==> src/rtl/assert_macros.svh <==
// Assertion helper macros for the message FIFO RTL.
// Uses the clk and rst_n names of the including module.
`ifndef ASSERT_MACROS_SVH
`define ASSERT_MACROS_SVH

`ifndef ASSERT_OFF

// prop must hold at every clock edge out of reset
`define ASSERT_CLK(lbl, prop) \
    lbl: assert property (@(posedge clk) disable iff (!rst_n) prop) \
        else $error("assertion failed");

// cond must never be true at a clock edge out of reset
`define ASSERT_NEVER(lbl, cond) \
    lbl: assert property (@(posedge clk) disable iff (!rst_n) !(cond)) \
        else $error("forbidden condition seen");

`else

`define ASSERT_CLK(lbl, prop)
`define ASSERT_NEVER(lbl, cond)

`endif

`endif

==> src/rtl/bmf_pkg.sv <==
// Shared types and constants for the bounded message FIFO.
// No dependencies.
`timescale 1ns / 1ps
`default_nettype none

package bmf_pkg;

    localparam int QUEUE_DEPTH   = 64;
    localparam int MESSAGE_BYTES = 512;
    localparam int SLOT_WORDS    = (MESSAGE_BYTES + 7) / 8;

    localparam int OPCODE_W  = 2;
    localparam int DATA_W    = 64;
    localparam int NB_W      = 4;
    localparam int SIZE_W    = 10;
    localparam int COUNT_W   = 7;
    localparam int STATUS_W  = 3;
    localparam int CFG_W     = 10;
    localparam int CFG_IDX_W = 2;
    localparam int WORD_BYTES = DATA_W / 8;

    localparam int SLOT_W = (QUEUE_DEPTH > 1) ? $clog2(QUEUE_DEPTH) : 1;
    localparam int WORD_W = (SLOT_WORDS > 1) ? $clog2(SLOT_WORDS) : 1;
    localparam int MSG_AW = SLOT_W + WORD_W;

    localparam int S_TDATA_W = ((DATA_W + NB_W + SIZE_W + 7) / 8) * 8;
    localparam int M_TDATA_W = ((DATA_W + NB_W + SIZE_W + COUNT_W + 1 + 7) / 8) * 8;

    localparam int CMDQ_DEPTH = 4;
    localparam int CMDQ_AW    = $clog2(CMDQ_DEPTH);

    localparam logic [COUNT_W-1:0] DEPTH_LIMIT = COUNT_W'(QUEUE_DEPTH);
    localparam logic [SIZE_W-1:0]  BYTES_LIMIT = SIZE_W'(MESSAGE_BYTES);
    localparam logic [COUNT_W-1:0] SLOT_WORDS_C = COUNT_W'(SLOT_WORDS);
    localparam logic [NB_W-1:0]    FULL_WORD_NB = NB_W'(WORD_BYTES);

    localparam logic [CFG_IDX_W-1:0] CFG_MAX_COUNT = 2'd0;
    localparam logic [CFG_IDX_W-1:0] CFG_MAX_BYTES = 2'd1;

    typedef enum logic [OPCODE_W-1:0] {
        OP_SEND  = 2'd0,
        OP_RECV  = 2'd1,
        OP_CLOSE = 2'd2,
        OP_NONE  = 2'd3
    } opcode_t;

    typedef enum logic [STATUS_W-1:0] {
        ST_OK        = 3'd0,
        ST_CLOSED    = 3'd1,
        ST_FULL      = 3'd2,
        ST_TOO_LARGE = 3'd3,
        ST_EMPTY     = 3'd4,
        ST_TOO_SMALL = 3'd5
    } status_t;

    // one queued piece of work for the back end
    typedef struct packed {
        logic                is_read;
        status_t             status;
        logic [SIZE_W-1:0]   size;
        logic [COUNT_W-1:0]  queued;
        logic                closed;
        logic [SLOT_W-1:0]   slot;
    } cmd_t;

    typedef struct packed {
        status_t             status;
        logic [DATA_W-1:0]   data_word;
        logic [NB_W-1:0]     data_bytes;
        logic [SIZE_W-1:0]   size;
        logic                last;
        logic [COUNT_W-1:0]  queued;
        logic                closed;
    } result_t;

endpackage

`default_nettype wire

==> src/rtl/bmf_back.sv <==
// Back end: walks queued requests, reads message words, buffers results.
// Depends on bmf_pkg; the message RAM sits outside.
`timescale 1ns / 1ps
`default_nettype none

module bmf_back (
    input  logic                          clk,
    input  logic                          rst_n,
    input  bmf_pkg::cmd_t                 cmd,
    input  logic                          cmd_valid,
    output logic                          cmd_pop,
    output logic                          read_done,
    output logic                          msg_re,
    output logic [bmf_pkg::MSG_AW-1:0]    msg_raddr,
    input  logic [bmf_pkg::DATA_W-1:0]    msg_rdata,
    output logic                          out_valid,
    input  logic                          out_ready,
    output bmf_pkg::result_t              out_res
);

    import bmf_pkg::*;

    typedef struct packed {
        logic                is_read;
        status_t             status;
        logic [NB_W-1:0]     nb;
        logic [SIZE_W-1:0]   size;
        logic                last;
        logic [COUNT_W-1:0]  queued;
        logic                closed;
    } beat_t;

    function automatic logic [DATA_W-1:0] keep_bytes(input logic [DATA_W-1:0] w,
                                                     input logic [NB_W-1:0] n);
        logic [DATA_W-1:0] m;
        m = '0;
        for (int j = 0; j < WORD_BYTES; j++)
        begin
            if (NB_W'(j) < n)
            begin
                m[j*8 +: 8] = w[j*8 +: 8];
            end
        end
        return m;
    endfunction

    logic                 busy_reg;
    cmd_t                 cur_reg;
    logic [WORD_W-1:0]    idx_reg;
    logic [SIZE_W-1:0]    rem_reg;
    logic                 beat_valid_reg;
    beat_t                beat_reg;
    result_t              ent_reg [2];
    logic                 wr_ptr_reg;
    logic                 rd_ptr_reg;
    logic [1:0]           cnt_reg;

    logic                 pop;
    logic [2:0]           occ;
    logic                 issue;
    logic                 beat_last;
    logic [NB_W-1:0]      beat_nb;
    result_t              land_res;

    assign out_valid = (cnt_reg != '0);
    assign out_res   = ent_reg[rd_ptr_reg];
    assign pop       = out_valid && out_ready;

    // a beat issued now lands in the result buffer next cycle; keep a slot for it
    assign occ   = 3'(cnt_reg) + 3'(beat_valid_reg) - 3'(pop);
    assign issue = busy_reg && (occ <= 3'd1);

    assign beat_last = !cur_reg.is_read || (rem_reg <= SIZE_W'(WORD_BYTES));
    assign beat_nb   = (rem_reg > SIZE_W'(WORD_BYTES)) ? FULL_WORD_NB : rem_reg[NB_W-1:0];

    assign cmd_pop   = cmd_valid && (!busy_reg || (issue && beat_last));
    assign read_done = issue && beat_last && cur_reg.is_read;
    assign msg_re    = issue && cur_reg.is_read;
    assign msg_raddr = {cur_reg.slot, idx_reg};

    always_comb
    begin
        land_res.status     = beat_reg.status;
        land_res.data_word  = beat_reg.is_read ? keep_bytes(msg_rdata, beat_reg.nb) : '0;
        land_res.data_bytes = beat_reg.is_read ? beat_reg.nb : '0;
        land_res.size       = beat_reg.size;
        land_res.last       = beat_reg.last;
        land_res.queued     = beat_reg.queued;
        land_res.closed     = beat_reg.closed;
    end

    always_ff @(posedge clk or negedge rst_n)
    begin
        if (!rst_n)
        begin
            busy_reg       <= 1'b0;
            beat_valid_reg <= 1'b0;
            wr_ptr_reg     <= 1'b0;
            rd_ptr_reg     <= 1'b0;
            cnt_reg        <= '0;
        end
        else
        begin
            beat_valid_reg <= issue;
            if (cmd_pop)
            begin
                busy_reg <= 1'b1;
            end
            else if (issue && beat_last)
            begin
                busy_reg <= 1'b0;
            end
            if (beat_valid_reg)
            begin
                wr_ptr_reg <= !wr_ptr_reg;
            end
            if (pop)
            begin
                rd_ptr_reg <= !rd_ptr_reg;
            end
            if (beat_valid_reg && !pop)
            begin
                cnt_reg <= cnt_reg + 1'b1;
            end
            else if (pop && !beat_valid_reg)
            begin
                cnt_reg <= cnt_reg - 1'b1;
            end
        end
    end

    always_ff @(posedge clk)
    begin
        if (cmd_pop)
        begin
            cur_reg <= cmd;
            idx_reg <= '0;
            rem_reg <= cmd.size;
        end
        else if (issue)
        begin
            idx_reg <= idx_reg + 1'b1;
            rem_reg <= rem_reg - SIZE_W'(WORD_BYTES);
        end
        if (issue)
        begin
            beat_reg.is_read <= cur_reg.is_read;
            beat_reg.status  <= cur_reg.status;
            beat_reg.nb      <= beat_nb;
            beat_reg.size    <= cur_reg.size;
            beat_reg.last    <= beat_last;
            beat_reg.queued  <= cur_reg.queued;
            beat_reg.closed  <= cur_reg.closed;
        end
        if (beat_valid_reg)
        begin
            ent_reg[wr_ptr_reg] <= land_res;
        end
    end

endmodule

`default_nettype wire

==> config.mk <==
export PLATFORM = sky130hd
export DESIGN_NAME = bmf_back
export DESIGN_NICKNAME = d
export VERILOG_FILES = /design/src/rtl/assert_macros.svh /design/src/rtl/bmf_pkg.sv /design/src/rtl/bmf_back.sv
export SDC_FILE = /design/constraint.sdc
export NUM_CORES = 1
export LEC_CHECK = 0
export ABC_AREA = 0
export BUFFER_PORTS_ARGS = -buffer_cell sky130_fd_sc_hd__buf_2
export CAP_MARGIN = 20
export CORE_MARGIN = 4
export CORE_UTILIZATION = 54
export DETAILED_ROUTE_END_ITERATION = 10
export PLACE_DENSITY_LB_ADDON = 0.15
export SYNTH_ARGS = -nofsm -noshare
export SYNTH_HDL_FRONTEND = slang
export SYNTH_SLANG_ARGS = --single-unit
==> constraint.sdc <==
create_clock -name clk -period 6.9 [get_ports clk]
set_clock_uncertainty 0.2 [all_clocks]
set_input_delay 0.345 -clock clk [delete_from_list [all_inputs] [get_ports clk]]
set_output_delay 0.345 -clock clk [all_outputs]
set_load 0.02 [all_outputs]
Word level (Yosys, flattened, before mapping)
Memory sizes are Yosys's and may differ from the RTL's.
Cells that the tools add are included.

cells by class
  mux-type cells = 18
  $lt $le $gt $ge = 11
  add/sub/neg operators = 6
  reductions and logical operators = 20

operators by type and width
  operator                                                                            number
  64-bit two-way mux                                                                  1
  8-bit two-way mux                                                                   8
  10-bit two-way mux                                                                  2
  3-bit by 4-bit < comparator with 1-bit output (first input constant)                4
  10-bit by 4-bit > comparator with 1-bit output (second input constant)              1
  10-bit by 4-bit less-or-equal comparator with 1-bit output (second input constant)  1
  10-bit by 4-bit subtractor with 10-bit output (second input constant)               1
  1-bit logical AND                                                                   8
  1-bit by 4-bit < comparator with 1-bit output (first input constant)                2
  2-bit by 4-bit < comparator with 1-bit output (first input constant)                2
  2-bit nonzero test                                                                  4
  6-bit by 1-bit adder with 6-bit output (second input constant)                      1
  1-bit logical NOT                                                                   6
  1-bit two-way mux                                                                   4
  2-bit two-way mux                                                                   2
  4-bit two-way mux                                                                   1
  2-bit by 1-bit adder with 3-bit output                                              1
  3-bit by 1-bit less-or-equal comparator with 1-bit output (second input constant)   1
  3-bit by 1-bit subtractor with 3-bit output                                         1
  2-bit by 1-bit adder with 2-bit output (second input constant)                      1
  1-bit logical OR                                                                    2
  2-bit by 1-bit subtractor with 2-bit output (second input constant)                 1

storage, ports and cells
  logic and storage cells = 76
  flip-flop bits (word level) = 77
  output and inout port bits = 106
  memories kept = 1
  RAM bits = 180
  bits of input ports = 96

memories
  memory   depth  bits a word  rd ports  clocked after memory_dff  wr ports  line            text
  ent_reg  2      90           1         0                         1         bmf_back.sv:53  result_t ent_reg [2];

Longest topological paths before layout
Gate-level depths: netlist (run 1).

  word-level depth = 9
  gate-level depth with buffers = 14
  depth with buffers taken out = 13

Worst setup path before layout (run 1)
No wires, ideal clock.

  kind = reg-to-reg
  start point = register wr_ptr_reg
  end point = memory ent_reg[0][0] in the netlist's numbering, enable pin
  arrival = 4.389 ns
  cell stages (with the launch flop) = 2
  buffers on the path = 0
  path slack = 1.761 ns
  clock period less this slack = 5.139 ns
  required time = 6.150 ns
  library setup time = 0.550 ns
  cell sequence = dfrtp_1 > nor2b_1

RTL lines
  item                    line             text
  start, declared         bmf_back.sv:54   logic wr_ptr_reg;
  start signal, assigned  bmf_back.sv:115  wr_ptr_reg <= !wr_ptr_reg;
  end, declared           bmf_back.sv:53

No word-level cell before the write port.

Worst setup path after layout (run 1)
  start point = register cnt_reg[1]
  end point = output cmd_pop

on the way
  longest elaborated chain between the ends = 8
  elaborated cells between the ends (all ways) = 9
  those cells by class = add/sub: 2; order compare: 1; reduce/logical: 6

RTL lines
  item                                                       line             text
  start, declared                                            bmf_back.sv:56   logic [1:0] cnt_reg;
  start signal, assigned                                     bmf_back.sv:123  cnt_reg <= cnt_reg + 1'b1;
  start signal, assigned                                     bmf_back.sv:127  cnt_reg <= cnt_reg - 1'b1;
  2-bit nonzero test                                         bmf_back.sv:65   assign out_valid = (cnt_reg != '0);
  1-bit logical AND                                          bmf_back.sv:67   assign pop = out_valid && out_ready;
  via pop                                                    bmf_back.sv:58   logic pop;
  3-bit by 1-bit subtractor with 3-bit output                bmf_back.sv:70   assign occ = 3'(cnt_reg) + 3'(beat_valid_reg) - 3'(pop);
  3-bit by 1-bit less-or-equal comparator with 1-bit output  bmf_back.sv:71   assign issue = busy_reg && (occ <= 3'd1);
  1-bit logical AND                                          bmf_back.sv:71
  1-bit logical AND                                          bmf_back.sv:76   assign cmd_pop = cmd_valid && (!busy_reg || (issue && beat_last));
  1-bit logical OR                                           bmf_back.sv:76
  1-bit logical AND                                          bmf_back.sv:76
  end, declared                                              bmf_back.sv:11   output logic cmd_pop,

The timed path passes the listed nets, and every way through them passes these cells.

==> flow_summary.ini, run 1 <==
[placed_design]
routabilityCongestion = 0.796
dp.final_hpwl_um = 12000
io_buffers = 201
postPlaceCellArea_um2 = 11100

[drt]
antenna_left = 0
drc = 0
wire_per_inst_um = 17.8
avgViaCountPerCell = 5.10
dr.pass1.iters = 4
vias = 5569
drt_iter0_markers = 260
wirelength_um = 19400

[timing]
slew_violations = 0
rsz0062_at_grt = false
fin_tns_setup_ns = 0
worst_slew_pin_slew_ns = 1.00
setup_viol = 0
fmax_ghz = 0.228
hold_viol_final = 0
period_share = 0.634
fin_crit_ns = 4.38
slew_headroom = 0.323

[layout]
layout_commonest_cell = edfxtp_1
regArea_um2 = 7630
final_nets = 944
diodes = 0
multi_input_area_um2 = 2090
largest_register_ffs = 180
syn_to_final_growth_pct = 30.8
fill_cells = 1127
fin_area_um2 = 12900
drive_gt1_frac = 0.405
final_cell_mix = 245 x edfxtp_1, 201 x buf_2, 95 x mux2_2, 95 x dlygate4sd3_1, 58 x and2_1

[worst_setup_path]
r2r_start = cnt_reg[1]$_DFFE_PN0P_
ff2ff_setup_slack_ns = 3.00
startpoint = cnt_reg[1]$_DFFE_PN0P_
cpMostUsedCell = inv_1
path_cells = inv_1 -> nand2_1 -> nand2_1 -> inv_1 -> ha_1 -> inv_1 -> ha_1 -> fa_1 -> xor2_1 -> a21bo_2 -> o211a_2 -> buf_4 -> buf_2
cp.required_ns = 6.36
endpoint_kind = output pin
cp-start-kind = flip-flop
crit_buf_inv = 5
crit_path_max_incr_delay_ns = 0.43
critPathMaxFanout = 31
crit_slowest_cell = buf_4
cp.arrival_ns = 3.83
cpLargestDelayFamily = buffers and inverters
critPathKind = reg2out

[clocking]
cts_hold_buffers = 95
cts_tree = built
worstSkewPairLatency_ns = 0.52
cts_buffer_depth = 3
ctsHtreeMaxLevel = 1
post_cts_resized = 0
post_cts_buffers = 0
path_clk_slew_ns = 0.06
cts_made_buffers = 26
clockRootBuffer = clkbuf_16
cts.sinks = 257

[global_routing]
grt_max_degree = 74
antenna_found_initial = 0
track_usage = 0.185
grt_pass1_wl_um = 29600
grt-ovfl-total = 0
grt_pass1_vias = 5809

[die]
rows = 49
core_um2 = 18000
num_io_pins = 202
die_x_um = 143
start_util = 0.550
fp.dieH_um = 143
dieArea_um2 = 20500

[synth]
synth_warnings = 0
synth_seq_cells = 257
synth-adder-area-share = 0.00836
muxShareOfSynthArea = 0.110
yosysSeqAreaShare = 0.772
synthSimpleGateAreaFrac = 0.0667
synth-async-reset-ratio = 0.0233
synthCells = 534
synth_top_family_by_area = multiplexers
synth_edf_count = 245
synth_flop_cell = edfxtp_1
avgSynthCellArea_um2 = 18.5
ys_types = 37
synth_fp_nets = 636
synth_compound_area_frac = 0.0128
synth_xor_xnor_area_share = 0.0124
syn_area_um2 = 9880

[worst_hold_path]
min_path_type = in2reg
min_from = msg_rdata[5]

[pwr]
ir_drop_uv = 378
p_per_area_nw_per_um2 = 450
p_leak_uw = 0.00495

[outcome]
outcome = complete, no violations

[run]
maxCapViolCount = 0
[cell usage after synthesis, drive strengths merged, types with 5 or more instances]
library cell / count / share of area
xnor2: 6 / 0.0053
nor2b: 10 / 0.0063
and3: 11 / 0.0070
inv: 14 / 0.0053
edfxtp: 245 / 0.74
nand2: 7 / 0.0027
clkbuf: 13 / 0.0049
mux2: 95 / 0.11
buf: 8 / 0.0072
xor2: 8 / 0.0071
nor2: 9 / 0.0034
and2: 59 / 0.037
dfxtp: 6 / 0.012
ha: 5 / 0.0063
dfrtp: 6 / 0.015
[final timing paths]
path | depth (start not counted) | end
max in group asynchronous | 3 | rd_ptr_reg$_DFFE_PN0P_
max reg2reg | 13 | rem_reg[3]$_DFFE_PN_
max | 13 | cmd_pop
min | 2 | ent_reg[0][28]$_DFFE_PP_
min reg2reg | 0 | beat_reg[9]$_DFFE_PP_
min in group asynchronous | 3 | cnt_reg[0]$_DFFE_PN0P_
[kinds of logic (layout without fill, tap and decap cells)]
| kind of cell | after synthesis | count (layout) |
|---|---|---|
| AOI/OAI and AO/OA | 17 | 17 |
| xor gates and xnor gates | 14 | 14 |
| DFF | 257 | 257 |
| buffers and inverters | 35 | 363 |
| and+or+nand+nor | 108 | 108 |
| muxes | 97 | 97 |
| adders and majority gates | 6 | 6 |
[power by group]
part	internal [uW]	total, uW	switching, uW
combinational	701	1850	1150
clock	831	1380	547
sequential	2400	2590	196
[stage by stage]
stage                     std cells  worst slack (ns)  power, uW  utilization  hold slack [ns]
final                          1091              2.52       5820        0.719           0.0232
after detailed placement        948              2.99       4450        0.618          -0.0176
after global routing           1091              2.26       6130        0.719           0.0437
after floorplan                 534              1.76       3870            -           -0.151
after global placement          948              3.10       4370        0.618          -0.0204
after CTS                      1091              2.50       5890        0.719         0.000379
[layer usage]
layer,global-route usage,share of wire,vias to the layer above
met5,0,0,-
met4,0.0639,0.025,0
met3,0.0409,0.070,36
met2,0.325,0.52,179
met1,0.227,0.39,2732
li1,-,-,2622
[cell type report]
cell class / instances / area share
Multi-Input combinational cell: 242 / 0.162
Timing Repair Buffer: 301 / 0.154
Sequential cell: 257 / 0.590
Clock buffer: 38 / 0.0611
Tap cell: 229 / 0.0222
Clock inverter: 10 / 0.00610
Inverter: 14 / 0.00407
Note: power is estimated with default switching activity, not from simulation.
==> run 2, diff against run 1 <==
Settings changed: ABC_AREA 0 to 1, CORE_UTILIZATION 54 to 55.
Clock period 6.9 ns to 4.4 ns, I/O delays scaled along.
==> flow_summary.ini, run 2 <==
[synth]
synth_seq_cells = 257
synth_fp_nets = 938
synthTopCellsByArea = edfxtp_1 73%, nand2_1 11%, inv_1 3.8%, nor2_1 2.8%, dfrtp_1 1.5%
synth_edf_count = 245
avgSynthCellArea_um2 = 12.1
synth_top_area_frac = 0.727
synth_warnings = 0
synth-async-reset-ratio = 0.0233
syn_area_um2 = 10100
synth_flop_cell = edfxtp_1
synthCells = 836
synth_largest_area_cell = edfxtp_1
ys_types = 32
synth.most_common_cell = nand2_1
synthTopCellsByCount = 307 x nand2_1, 245 x edfxtp_1, 102 x inv_1
yosysSeqAreaShare = 0.754

[worst_setup_path]
path_cells = inv_1 -> nand2_1 -> nand2_1 -> inv_1 -> ha_1 -> inv_1 -> ha_1 -> fa_1 -> nor2_1 -> nand2_4 -> clkinv_4 -> nand2_4 -> a21oi_4 -> buf_2
cp-start-kind = flip-flop
cp.arrival_ns = 3.62
cpMostUsedCell = inv_1
critPathKind = reg2out
crit_buf_inv = 5
cpLargestDelayFamily = adder cells
r2r_start = cnt_reg[1]$_DFFE_PN0P_
startpoint = cnt_reg[1]$_DFFE_PN0P_
endpoint_kind = output pin
cp.required_ns = 3.98
crit_slowest_cell = fa_1
crit_path_max_incr_delay_ns = 0.44
critPathMaxFanout = 30

[clocking]
post_cts_buffers = 0
cts_made_buffers = 24
post_cts_resized = 0
cts_buffer_depth = 3
ctsHtreeMaxLevel = 1
cts_hold_buffers = 96
cts.sinks = 257
clockRootBuffer = clkbuf_16
path_clk_slew_ns = 0.06
cts_tree = built
worstSkewPairLatency_ns = 0.50

[drt]
drc = 0
avgViaCountPerCell = 4.74
drt_iter0_markers = 266
dr_wl_met2_um = 9800
vias = 6571
wire_per_inst_um = 14.5
wl_met3_um = 1540
wl_met1_um = 8070
top_layer_used = met4
antenna_left = 0
wirelength_um = 20100
dr.pass1.iters = 5

[layout]
final_nets = 1242
largest_register_ffs = 180
drive_gt1_frac = 0.233
diodes = 0
syn_to_final_growth_pct = 29.0
layout_commonest_cell = nand2_1
final_cell_mix = 307 x nand2_1, 245 x edfxtp_1, 201 x buf_2
instances_no_fill = 1387

[timing]
period_share = 0.919
worst_slew_pin_slew_ns = 1.10
rsz0062_at_grt = false
setup_viol = 0
fin_crit_ns = 4.04
fin_tns_setup_ns = 0
slew_violations = 0
fmax_ghz = 0.247
slew_headroom = 0.266
hold_viol_final = 0

[global_routing]
grt_pass1_wl_um = 31700
antenna_found_initial = 0
grt_max_degree = 91
grt_pass1_vias = 6605
track_usage = 0.194
grt-ovfl-total = 0

[die]
start_util = 0.562
core_um2 = 18000
die_x_um = 144
num_io_pins = 202
fp.dieH_um = 144
dieArea_um2 = 20600
rows = 49

[worst_hold_path]
min_from = cur_reg[23]$_DFFE_PP_
min_path_type = reg2reg

[placed_design]
place_inst = 1247
io_buffers = 201
dp.final_hpwl_um = 12300
routabilityCongestion = 0.795

[outcome]
outcome = complete, no violations

[pwr]
p_per_area_nw_per_um2 = 711
ir_drop_uv = 624
p_leak_uw = 0.00581

[run]
maxCapViolCount = 0
## run 2: cell types whose count changed after synthesis, moves of 8 or more
cell | previous run | this run
nand3_1 | 1 | 10
and2_1 | 59 | 1
nor2b_1 | 10 | 0
and3_1 | 11 | 0
nand2_1 | 7 | 307
nand2_2 | 0 | 8
nor2_1 | 9 | 76
mux2_2 | 95 | 0
inv_1 | 14 | 102
## run 2: cell families (layout without fill, tap and decap cells)
group | after synthesis | in the layout | synth area share
fa+ha+maj | 6 | 6 | 0.00816
flops | 257 | 257 | 0.754
compound gates | 11 | 11 | 0.00779
simple gates | 419 | 419 | 0.169
xor+xnor | 11 | 11 | 0.00952
buf+inv | 132 | 454 | 0.0524
## run 2: cell type report
type / count / area [um2]
flip-flops and latches: 257 / 7630
fillers: 1218 / 4970
repair buffers: 305 / 2040
multi-input cells: 447 / 1970
clock buffers: 30 / 644
inverters: 105 / 400
well taps: 229 / 287
clock inverters: 14 / 81.3
## run 2: path summary, 6_finish.rpt
path | to | slack [ns] | cells after the start
hold reg to reg | beat_reg[18]$_DFFE_PP_ | 0.22 | 0
min in group asynchronous | cnt_reg[0]$_DFFE_PN0P_ | 0.48 | 3
setup / recovery | cmd_pop | 0.36 | 14
max in group asynchronous | rd_ptr_reg$_DFFE_PN0P_ | 3.26 | 3
setup reg to reg | cur_reg[8]$_DFFE_PP_ | 0.76 | 14
hold / removal | beat_reg[18]$_DFFE_PP_ | 0.22 | 0
## run 2: metal layers
metal  up-vias  track usage
li1       3302            -
met1      2998        0.247
met2       222        0.333
met3        49       0.0396
met4         0       0.0684
met5         -            0
## run 2: worst reg2reg max path, delay by kind of cell, from the launching register on
| kind | cells | cell delay [ns] |
|---|---|---|
| flip-flops | 1 | 0.40 |
| AND/OR/NAND/NOR | 5 | 0.68 |
| adder cells (fa/ha/maj) | 3 | 0.89 |
| AO/OA/AOI/OAI | 1 | 0.42 |
| buffers and inverters | 5 | 0.78 |
## run 2: report_power, final
part | internal [uW] | switching (uW)
Clock | 1090 | 811
Sequential | 3790 | 253
Combinational | 923 | 2410
## run 2: through the flow
stage | utilization | area, um2 | hold slack (ns) | power, uW | setup slack (ns)
final | 0.724 | 13100 | 0.219 | 9280 | 0.357
after floorplan | - | 10100 | -0.276 | 6270 | 0.737
after global routing | 0.724 | 13100 | 0.206 | 9860 | 0.100
after global placement | 0.631 | 11400 | -0.145 | 7330 | 0.770
after detailed placement | 0.631 | 11400 | -0.141 | 7410 | 0.735
after CTS | 0.724 | 13100 | 0.198 | 9390 | 0.301
